===== config.mk =====
export PLATFORM = sky130hd
export DESIGN_NAME = bresenham_line_rasterizer
export DESIGN_NICKNAME = d
export VERILOG_FILES = /design/src/brl_pkg.sv /design/src/brl_front.sv /design/src/brl_line_fifo.sv /design/src/brl_walker.sv /design/src/bresenham_line_rasterizer.sv
export SDC_FILE = /design/constraint.sdc
export NUM_CORES = 1
export LEC_CHECK = 0
export BUFFER_PORTS_ARGS = -buffer_cell sky130_fd_sc_hd__buf_2
export CAP_MARGIN = 20
export CORE_ASPECT_RATIO = 1.2
export CORE_MARGIN = 2
export CORE_UTILIZATION = 56
export CTS_BUF_LIST = sky130_fd_sc_hd__clkbuf_2 sky130_fd_sc_hd__clkbuf_4 sky130_fd_sc_hd__clkbuf_8
export DETAILED_ROUTE_END_ITERATION = 10
export PLACE_DENSITY = 0.8
export SLEW_MARGIN = 10
export SYNTH_ARGS = -nofsm -noshare
export SYNTH_HDL_FRONTEND = slang
export SYNTH_SLANG_ARGS = --single-unit

===== constraint.sdc =====
create_clock -name clk -period 4.7 [get_ports clk]
set_clock_uncertainty 0.1 [all_clocks]
set_input_delay 0.235 -clock clk [delete_from_list [all_inputs] [get_ports clk]]
set_output_delay 0.235 -clock clk [all_outputs]
set_load 0.01 [all_outputs]

===== src/brl_pkg.sv =====
// ----------------------------------------------------------------------------
// brl_pkg: shared types and constants of the Bresenham line rasterizer
// Holds the payload structs of both channels, the queued line record, the
// register indexes and the walker state type.
// ----------------------------------------------------------------------------
`default_nettype none

package brl_pkg;

  localparam int COORD_BITS   = 6;
  localparam int COLOR_BITS   = 32;
  localparam int CFG_BITS     = 7;
  localparam int CFG_IDX_BITS = 1;
  localparam int ADDR_BITS    = 2 * COORD_BITS;
  localparam int PROD_BITS    = COORD_BITS + CFG_BITS;
  // The error term stays within twice the longest delta; e2 needs one more bit.
  localparam int ERR_BITS     = COORD_BITS + 3;
  localparam int E2_BITS      = ERR_BITS + 1;
  localparam int CMD_DEPTH    = 2;
  localparam int PTR_BITS     = 1;
  localparam int CNT_BITS     = 2;

  localparam logic [CFG_IDX_BITS-1:0] REG_FB_WIDTH  = CFG_IDX_BITS'(0);
  localparam logic [CFG_IDX_BITS-1:0] REG_FB_HEIGHT = CFG_IDX_BITS'(1);
  localparam logic [CFG_BITS-1:0]     FB_WIDTH_RST  = CFG_BITS'(64);
  localparam logic [CFG_BITS-1:0]     FB_HEIGHT_RST = CFG_BITS'(64);

  typedef logic [COORD_BITS-1:0] coord_t;
  typedef logic [COLOR_BITS-1:0] color_t;

  typedef struct packed {
    coord_t start_x;
    coord_t start_y;
    coord_t end_x;
    coord_t end_y;
    color_t line_color;
  } cmd_in_t;

  typedef struct packed {
    coord_t                 pixel_x;
    coord_t                 pixel_y;
    logic [ADDR_BITS-1:0]   pixel_address;
    color_t                 pixel_color;
    logic                   in_bounds;
    logic                   last;
  } pixel_t;

  // Line as classified by the front end and walked by the back end.
  typedef struct packed {
    coord_t                    cur_x;
    coord_t                    cur_y;
    coord_t                    end_x;
    coord_t                    end_y;
    coord_t                    dx;
    coord_t                    dy;
    logic                      step_x_neg;
    logic                      step_y_neg;
    logic signed [ERR_BITS-1:0] err;
    color_t                    color;
  } line_t;

  typedef enum logic {
    WALK_IDLE,
    WALK_RUN
  } walk_state_t;

endpackage

`default_nettype wire


===== src/brl_front.sv =====
// ----------------------------------------------------------------------------
// brl_front: line request classifier
// Computes the deltas, step directions and initial error term of a line
// request and hands the finished record to the line queue.
// ----------------------------------------------------------------------------
`default_nettype none

module brl_front
  import brl_pkg::*;
(
  input  wire cmd_in_t cmd,
  output line_t        line
);

  coord_t dx;
  coord_t dy;

  always_comb begin
    dx = (cmd.end_x > cmd.start_x) ? cmd.end_x - cmd.start_x : cmd.start_x - cmd.end_x;
    dy = (cmd.end_y > cmd.start_y) ? cmd.end_y - cmd.start_y : cmd.start_y - cmd.end_y;
    line.cur_x      = cmd.start_x;
    line.cur_y      = cmd.start_y;
    line.end_x      = cmd.end_x;
    line.end_y      = cmd.end_y;
    line.dx         = dx;
    line.dy         = dy;
    line.step_x_neg = !(cmd.start_x < cmd.end_x);
    line.step_y_neg = !(cmd.start_y < cmd.end_y);
    line.err        = $signed(ERR_BITS'(dx)) - $signed(ERR_BITS'(dy));
    line.color      = cmd.line_color;
  end

endmodule

`default_nettype wire


===== src/brl_line_fifo.sv =====
// ----------------------------------------------------------------------------
// brl_line_fifo: short queue of classified lines
// Decouples request intake from the pixel walker so each side stalls alone.
// ----------------------------------------------------------------------------
`default_nettype none

module brl_line_fifo
  import brl_pkg::*;
(
  input  wire         clk,
  input  wire         rst_n,
  input  wire         wr_en,
  input  wire line_t  wr_data,
  input  wire         rd_en,
  output line_t       rd_data,
  output logic        full,
  output logic        empty
);

  line_t                mem_r [CMD_DEPTH];
  logic [PTR_BITS-1:0]  wr_ptr_r, wr_ptr_nxt;
  logic [PTR_BITS-1:0]  rd_ptr_r, rd_ptr_nxt;
  logic [CNT_BITS-1:0]  count_r, count_nxt;
  logic                 do_wr;
  logic                 do_rd;

  assign full    = (count_r == CNT_BITS'(CMD_DEPTH));
  assign empty   = (count_r == '0);
  assign do_wr   = wr_en && !full;
  assign do_rd   = rd_en && !empty;
  assign rd_data = mem_r[rd_ptr_r];

  always_comb begin
    wr_ptr_nxt = do_wr ? wr_ptr_r + 1'b1 : wr_ptr_r;
    rd_ptr_nxt = do_rd ? rd_ptr_r + 1'b1 : rd_ptr_r;
    count_nxt  = count_r;
    if (do_wr && !do_rd) begin
      count_nxt = count_r + 1'b1;
    end else if (do_rd && !do_wr) begin
      count_nxt = count_r - 1'b1;
    end
  end

  always_ff @(posedge clk) begin
    if (!rst_n) begin
      wr_ptr_r <= '0;
      rd_ptr_r <= '0;
      count_r  <= '0;
    end else begin
      wr_ptr_r <= wr_ptr_nxt;
      rd_ptr_r <= rd_ptr_nxt;
      count_r  <= count_nxt;
    end
  end

  always_ff @(posedge clk) begin
    if (do_wr) begin
      mem_r[wr_ptr_r] <= wr_data;
    end
  end

endmodule

`default_nettype wire


===== src/brl_walker.sv =====
// ----------------------------------------------------------------------------
// brl_walker: Bresenham pixel walker
// Loads one queued line, then steps the error term once per cycle while the
// output register is free or drained, writing pixel, address and bounds flag.
// ----------------------------------------------------------------------------
`default_nettype none

module brl_walker
  import brl_pkg::*;
(
  input  wire                 clk,
  input  wire                 rst_n,
  input  wire [CFG_BITS-1:0]  fb_width,
  input  wire [CFG_BITS-1:0]  fb_height,
  input  wire line_t          line_in,
  input  wire                 line_empty,
  output logic                line_pop,
  output pixel_t              pix_out,
  output logic                pix_empty,
  input  wire                 pix_pop
);

  walk_state_t state_r, state_nxt;
  line_t       line_r, line_nxt;
  pixel_t      pix_r, pix_nxt;
  logic        pix_valid_r, pix_valid_nxt;

  logic                       emit;
  logic                       done;
  logic                       step_x;
  logic                       step_y;
  logic signed [E2_BITS-1:0]  e2;
  logic signed [E2_BITS-1:0]  dx_e;
  logic signed [E2_BITS-1:0]  dy_e;
  logic signed [E2_BITS-1:0]  err_sum;
  logic [PROD_BITS-1:0]       prod;
  logic [PROD_BITS-1:0]       x_ext;
  logic [PROD_BITS-1:0]       y_ext;

  assign pix_out   = pix_r;
  assign pix_empty = !pix_valid_r;
  assign done      = (line_r.cur_x == line_r.end_x) && (line_r.cur_y == line_r.end_y);
  // A pixel leaves the walker when the output register is free or being drained.
  assign emit      = (state_r == WALK_RUN) && (!pix_valid_r || pix_pop);

  always_comb begin
    state_nxt = state_r;
    unique case (state_r)
      WALK_IDLE: begin
        if (!line_empty) begin
          state_nxt = WALK_RUN;
        end
      end
      WALK_RUN: begin
        if (emit && done) begin
          state_nxt = WALK_IDLE;
        end
      end
      default: state_nxt = WALK_IDLE;
    endcase
  end

  always_comb begin
    dx_e    = $signed(E2_BITS'(line_r.dx));
    dy_e    = $signed(E2_BITS'(line_r.dy));
    e2      = $signed({line_r.err, 1'b0});
    step_x  = e2 > -dy_e;
    step_y  = e2 < dx_e;
    err_sum = E2_BITS'(line_r.err) - (step_x ? dy_e : '0) + (step_y ? dx_e : '0);

    x_ext = PROD_BITS'(line_r.cur_x);
    y_ext = PROD_BITS'(line_r.cur_y);
    prod  = y_ext * PROD_BITS'(fb_width);

    pix_nxt.pixel_x       = line_r.cur_x;
    pix_nxt.pixel_y       = line_r.cur_y;
    pix_nxt.pixel_address = ADDR_BITS'(prod + x_ext);
    pix_nxt.pixel_color   = line_r.color;
    pix_nxt.in_bounds     = (x_ext < PROD_BITS'(fb_width)) && (y_ext < PROD_BITS'(fb_height));
    pix_nxt.last          = done;

    line_pop      = 1'b0;
    line_nxt      = line_r;
    pix_valid_nxt = pix_valid_r;
    if (pix_pop) begin
      pix_valid_nxt = 1'b0;
    end
    unique case (state_r)
      WALK_IDLE: begin
        if (!line_empty) begin
          line_pop = 1'b1;
          line_nxt = line_in;
        end
      end
      WALK_RUN: begin
        if (emit) begin
          pix_valid_nxt = 1'b1;
          if (!done) begin
            line_nxt.err = ERR_BITS'(err_sum);
            if (step_x) begin
              line_nxt.cur_x = line_r.step_x_neg ? line_r.cur_x - 1'b1 : line_r.cur_x + 1'b1;
            end
            if (step_y) begin
              line_nxt.cur_y = line_r.step_y_neg ? line_r.cur_y - 1'b1 : line_r.cur_y + 1'b1;
            end
          end
        end
      end
      default: begin
        line_nxt = line_r;
      end
    endcase
  end

  always_ff @(posedge clk) begin
    if (!rst_n) begin
      state_r     <= WALK_IDLE;
      pix_valid_r <= 1'b0;
    end else begin
      state_r     <= state_nxt;
      pix_valid_r <= pix_valid_nxt;
    end
  end

  always_ff @(posedge clk) begin
    line_r <= line_nxt;
    if (emit) begin
      pix_r <= pix_nxt;
    end
  end

endmodule

`default_nettype wire


===== src/bresenham_line_rasterizer.sv =====
// ----------------------------------------------------------------------------
// bresenham_line_rasterizer: line request to pixel stream rasterizer
// Accepts line requests, queues them, and emits every pixel of each line
// with its framebuffer address, color, bounds flag and last marker.
//
//   Channel   Ports                          Moves
//   input     push, full, in_cmd             one line request
//   output    empty, pop, out_pixel          one pixel of a line
//   config    cfg_wr_en, cfg_index, cfg_wdata  framebuffer width and height
//
// A line of max(|dx|,|dy|)+1 pixels is loaded from the two-entry line queue
// while the walker is idle. The walker advances one pixel per cycle while
// the output register is free or being popped, limited by the single
// error-term update and the y*width multiply feeding the output register.
// Reset clears the queue, walker state and output valid, and restores width
// and height to 64. A stalled pop holds the output register and the walker.
// ----------------------------------------------------------------------------
`default_nettype none

module bresenham_line_rasterizer
  import brl_pkg::*;
(
  input  wire                     clk,
  input  wire                     rst_n,
  input  wire                     push,
  output logic                    full,
  input  wire cmd_in_t            in_cmd,
  output logic                    empty,
  input  wire                     pop,
  output pixel_t                  out_pixel,
  input  wire                     cfg_wr_en,
  input  wire [CFG_IDX_BITS-1:0]  cfg_index,
  input  wire [CFG_BITS-1:0]      cfg_wdata
);

  logic [CFG_BITS-1:0] fb_width_r, fb_width_nxt;
  logic [CFG_BITS-1:0] fb_height_r, fb_height_nxt;
  line_t               front_line;
  line_t               queue_line;
  logic                queue_empty;
  logic                queue_pop;

  always_comb begin
    fb_width_nxt  = fb_width_r;
    fb_height_nxt = fb_height_r;
    if (cfg_wr_en) begin
      unique case (cfg_index)
        REG_FB_WIDTH:  fb_width_nxt  = cfg_wdata;
        REG_FB_HEIGHT: fb_height_nxt = cfg_wdata;
        default: begin
          fb_width_nxt = fb_width_r;
        end
      endcase
    end
  end

  always_ff @(posedge clk) begin
    if (!rst_n) begin
      fb_width_r  <= FB_WIDTH_RST;
      fb_height_r <= FB_HEIGHT_RST;
    end else begin
      fb_width_r  <= fb_width_nxt;
      fb_height_r <= fb_height_nxt;
    end
  end

  brl_front u_front (
    .cmd  (in_cmd),
    .line (front_line)
  );

  brl_line_fifo u_line_fifo (
    .clk     (clk),
    .rst_n   (rst_n),
    .wr_en   (push),
    .wr_data (front_line),
    .rd_en   (queue_pop),
    .rd_data (queue_line),
    .full    (full),
    .empty   (queue_empty)
  );

  brl_walker u_walker (
    .clk        (clk),
    .rst_n      (rst_n),
    .fb_width   (fb_width_r),
    .fb_height  (fb_height_r),
    .line_in    (queue_line),
    .line_empty (queue_empty),
    .line_pop   (queue_pop),
    .pix_out    (out_pixel),
    .pix_empty  (empty),
    .pix_pop    (pop)
  );

endmodule

`default_nettype wire


==> results.sh <==
export IMPL_hold_class="in -> reg"
export IMPL_ys_seq_elements=312
export IMPL_relSlewSlack=0.456
export IMPL_die_area_sq_um=28100
export IMPL_ys_flop_type="edfxtp_1"
export IMPL_port_buffers=128
export IMPL_fmax_ghz=0.219
export IMPL_final_cell_area_sq_um=18000
export IMPL_syn_nets=1266
export IMPL_yosys_warnings=0
export IMPL_cts_tree="done"
export IMPL_setup_viol=0
export IMPL_die_h_um=183
export IMPL_syn_inst=1058
export IMPL_cp_max_fo=5
export IMPL_place_congestion=0.905
export IMPL_drive_gt1_frac=0.238
export IMPL_netlist_area_sq_um=15000
export IMPL_root_buffer="clkbuf_8"
export IMPL_dp_hpwl_mm=20.2
export IMPL_grt_pass1_vias=9234
export IMPL_antenna_found_initial=0
export IMPL_clk_pin_slew_ns=0.06
export IMPL_start_util=0.570
export IMPL_layout_min_cycle_time_ns=4.57
export IMPL_worst_slew_pin_slew_ns=0.816
export IMPL_routed_wl_mm=30.1
export IMPL_clock_sinks=312
export IMPL_via_per_inst=5.36
export IMPL_leakagePower_nw=7.37
export IMPL_syn_area_per_cell_sq_um=14.2
export IMPL_synth_edf_count=291
export IMPL_drtPass1Iterations=4
export IMPL_route_detailed_drc=0
export IMPL_grt_first_pass_wirelength_mm=47.4
export IMPL_rsz0062_at_grt="yes"
export IMPL_vdd_drop_max_v=0.000465
export IMPL_drv_slew=0
export IMPL_drt_antenna_violating_nets=0
export IMPL_pin_count=129
export IMPL_antennaDiodeCount=0
export IMPL_hold_violations=0
export IMPL_synth_top_area_share=0.583
export IMPL_placed_area_sq_um=16200
export IMPL_cts_max_path_buffers=3
export IMPL_grt_usage=0.214
export IMPL_outcome="complete, no violations"
export IMPL_core_area_sq_um=26300
export IMPL_ys_seq_area_frac=0.611
export IMPL_num_nets_final=1521
export IMPL_row_count=65
export IMPL_synth_area_leader_cell="edfxtp_1"
export IMPL_drt_initial_drc_count=521
export IMPL_via_count=9032
export IMPL_numCtsBuffers=46
export IMPL_syn_to_final_growth_pct=19.9
export IMPL_overflow=0
export IMPL_chipWidth_um=153
export IMPL_crit_required_ns=4.90
export IMPL_power_density_nw_per_um2=658
export IMPL_final_cells=1685
export IMPL_synth_cell_types=46
export IMPL_post_drt_wl_per_cell_um=17.8
export IMPL_max_cap_viol_count=0
export IMPL_clock_latency_ns=0.58
export IMPL_r2r_slack_ns=0.13
export IMPL_end_kind="flip-flop"
export IMPL_crit_type="reg -> reg"
export IMPL_start_kind="flip-flop"
export IMPL_htreeDepth=2
export IMPL_synth_area_leaders="edfxtp_1, ha_1, fa_1"
export IMPL_cp_arrival_ns=4.77
export IMPL_fin_crit_sh=0.972
export IMPL_async_flop_share=0
export IMPL_fill_cells=1773
export IMPL_dpl_cell_count=1523
export IMPL_grt_max_degree=59
logic make-up (layout without fill, tap and decap cells):
family / Yosys count / in the layout / share of synthesized area
compound gates: 132 / 132 / 0.0561
xor+xnor: 63 / 63 / 0.0368
buf+inv: 157 / 449 / 0.0395
flops: 312 / 312 / 0.611
mux: 94 / 94 / 0.0678
simple gates: 161 / 161 / 0.0544
fa+ha+maj: 139 / 139 / 0.134
per-stage QoR:
step	worst slack [ns]	setup TNS, ns	util	hold slack (ns)	power, W
6_report	0.132	0	0.684	0.0823	0.0118
5_1_grt	-0.111	-0.351	0.684	0.107	0.0126
4_1_cts	0.0253	0	0.680	0.0536	0.0116
3_5_place_dp	-0.174	-0.319	0.616	0.305	0.00924
3_3_place_gp	-0.0737	-0.0995	0.616	0.300	0.00905
2_1_floorplan	0.121	0	-	0.234	0.00787
metal layers:
layer	vias up	part of all wire	GRT usage
met1	4420	0.41	0.267
met2	262	0.52	0.378
met4	0	0.028	0.0807
li1	4284	-	-
met5	-	0	0
met3	66	0.046	0.0305
synth_stat cells, types with 5 or more instances:
master	n
xnor2_1	34
a21boi_0	8
a21o_1	21
ha_1	103
o21bai_1	13
clkbuf_1	22
nor2_1	23
nor4_1	5
inv_1	129
nor3_1	9
o21ai_0	14
a21oi_1	36
nand3_1	10
xor2_1	29
nor2b_1	11
dfxtp_1	21
fa_1	36
o22ai_1	20
mux2i_1	34
nand2b_1	9
nand2_1	53
edfxtp_1	291
and2_1	28
mux2_2	60
critical path, cell delays in order (launching register included):
cell,delay (ns)
edfxtp_1,0.42
or2_4,0.29
nor2_4,0.12
nand2_2,0.07
buf_4,0.14
xnor2_1,0.12
ha_1,0.32
nand4_1,0.11
a21oi_1,0.07
a211oi_2,0.20
o21ai_1,0.10
o311a_1,0.17
and2_4,0.18
fa_1,0.49
inv_1,0.08
fa_2,0.40
a21o_1,0.19
a21oi_2,0.16
buf_4,0.14
o21bai_1,0.05
a21oi_1,0.15
xor2_1,0.16
o22ai_1,0.09
timing repair:
item                                    CTS  global route
pin swaps                                 1             8
hold buffers                             72             0
gates cloned                              0             0
setup buffers                             0             5
resized for setup                         5            11
endpoints found under the hold margin   131             0
endpoints found under the setup margin    4             6
final cells by class:
class,instances,area (sq um),area share
Clock buffer,66,802,0.0447
Clock inverter,19,154,0.00857
Inverter,130,488,0.0272
Multi-Input combinational cell,589,5320,0.296
Sequential cell,312,9160,0.510
Tap cell,335,419,0.0233
Timing Repair Buffer,234,1620,0.0900
flip-flops by register name, indices dropped and copies added, names as in the netlist, named ones only:
signal / count
u_line_fifo.count_r: 2
u_walker.state_r: 1
fb_height_r: 7
u_walker.e2: 9
u_walker.pix_out: 58
fb_width_r: 7
u_walker.dx_e: 6
u_line_fifo.wr_ptr_r: 1
u_walker.dy_e: 6
u_walker.line_r: 58
u_line_fifo.rd_ptr_r: 1
u_line_fifo.mem_r: 154
u_walker.pix_valid_r: 1
power breakdown:
group          internal [W]  switching, W  total, W
combinational       0.00224       0.00269   0.00492
clock               0.00122       0.00102   0.00224
sequential          0.00421      0.000440   0.00465
total               0.00766       0.00415    0.0118
path summary, 6_finish.rpt:
check                                         start                    to  depth (start not counted)
worst max register to register     u_walker.dy_e[0]        u_walker.e2[7]                         22
worst min-delay path                           push  u_line_fifo.wr_ptr_r                          4
worst min register to register  u_walker.line_r[29]  u_walker.pix_out[31]                          0
worst max-delay path               u_walker.dy_e[0]        u_walker.e2[7]                         22
cell usage in the layout, fill, tap and decap left out, drive strengths merged, types with 29 or more instances in the layout:
cell,n
xor2,29
clkbuf,66
ha,103
edfxtp,291
a21oi,36
inv,132
buf,162
dlygate4sd3,72
xnor2,34
mux2i,34
fa,36
nand2,53
mux2,60
Power figures use the tool's default switching activity.
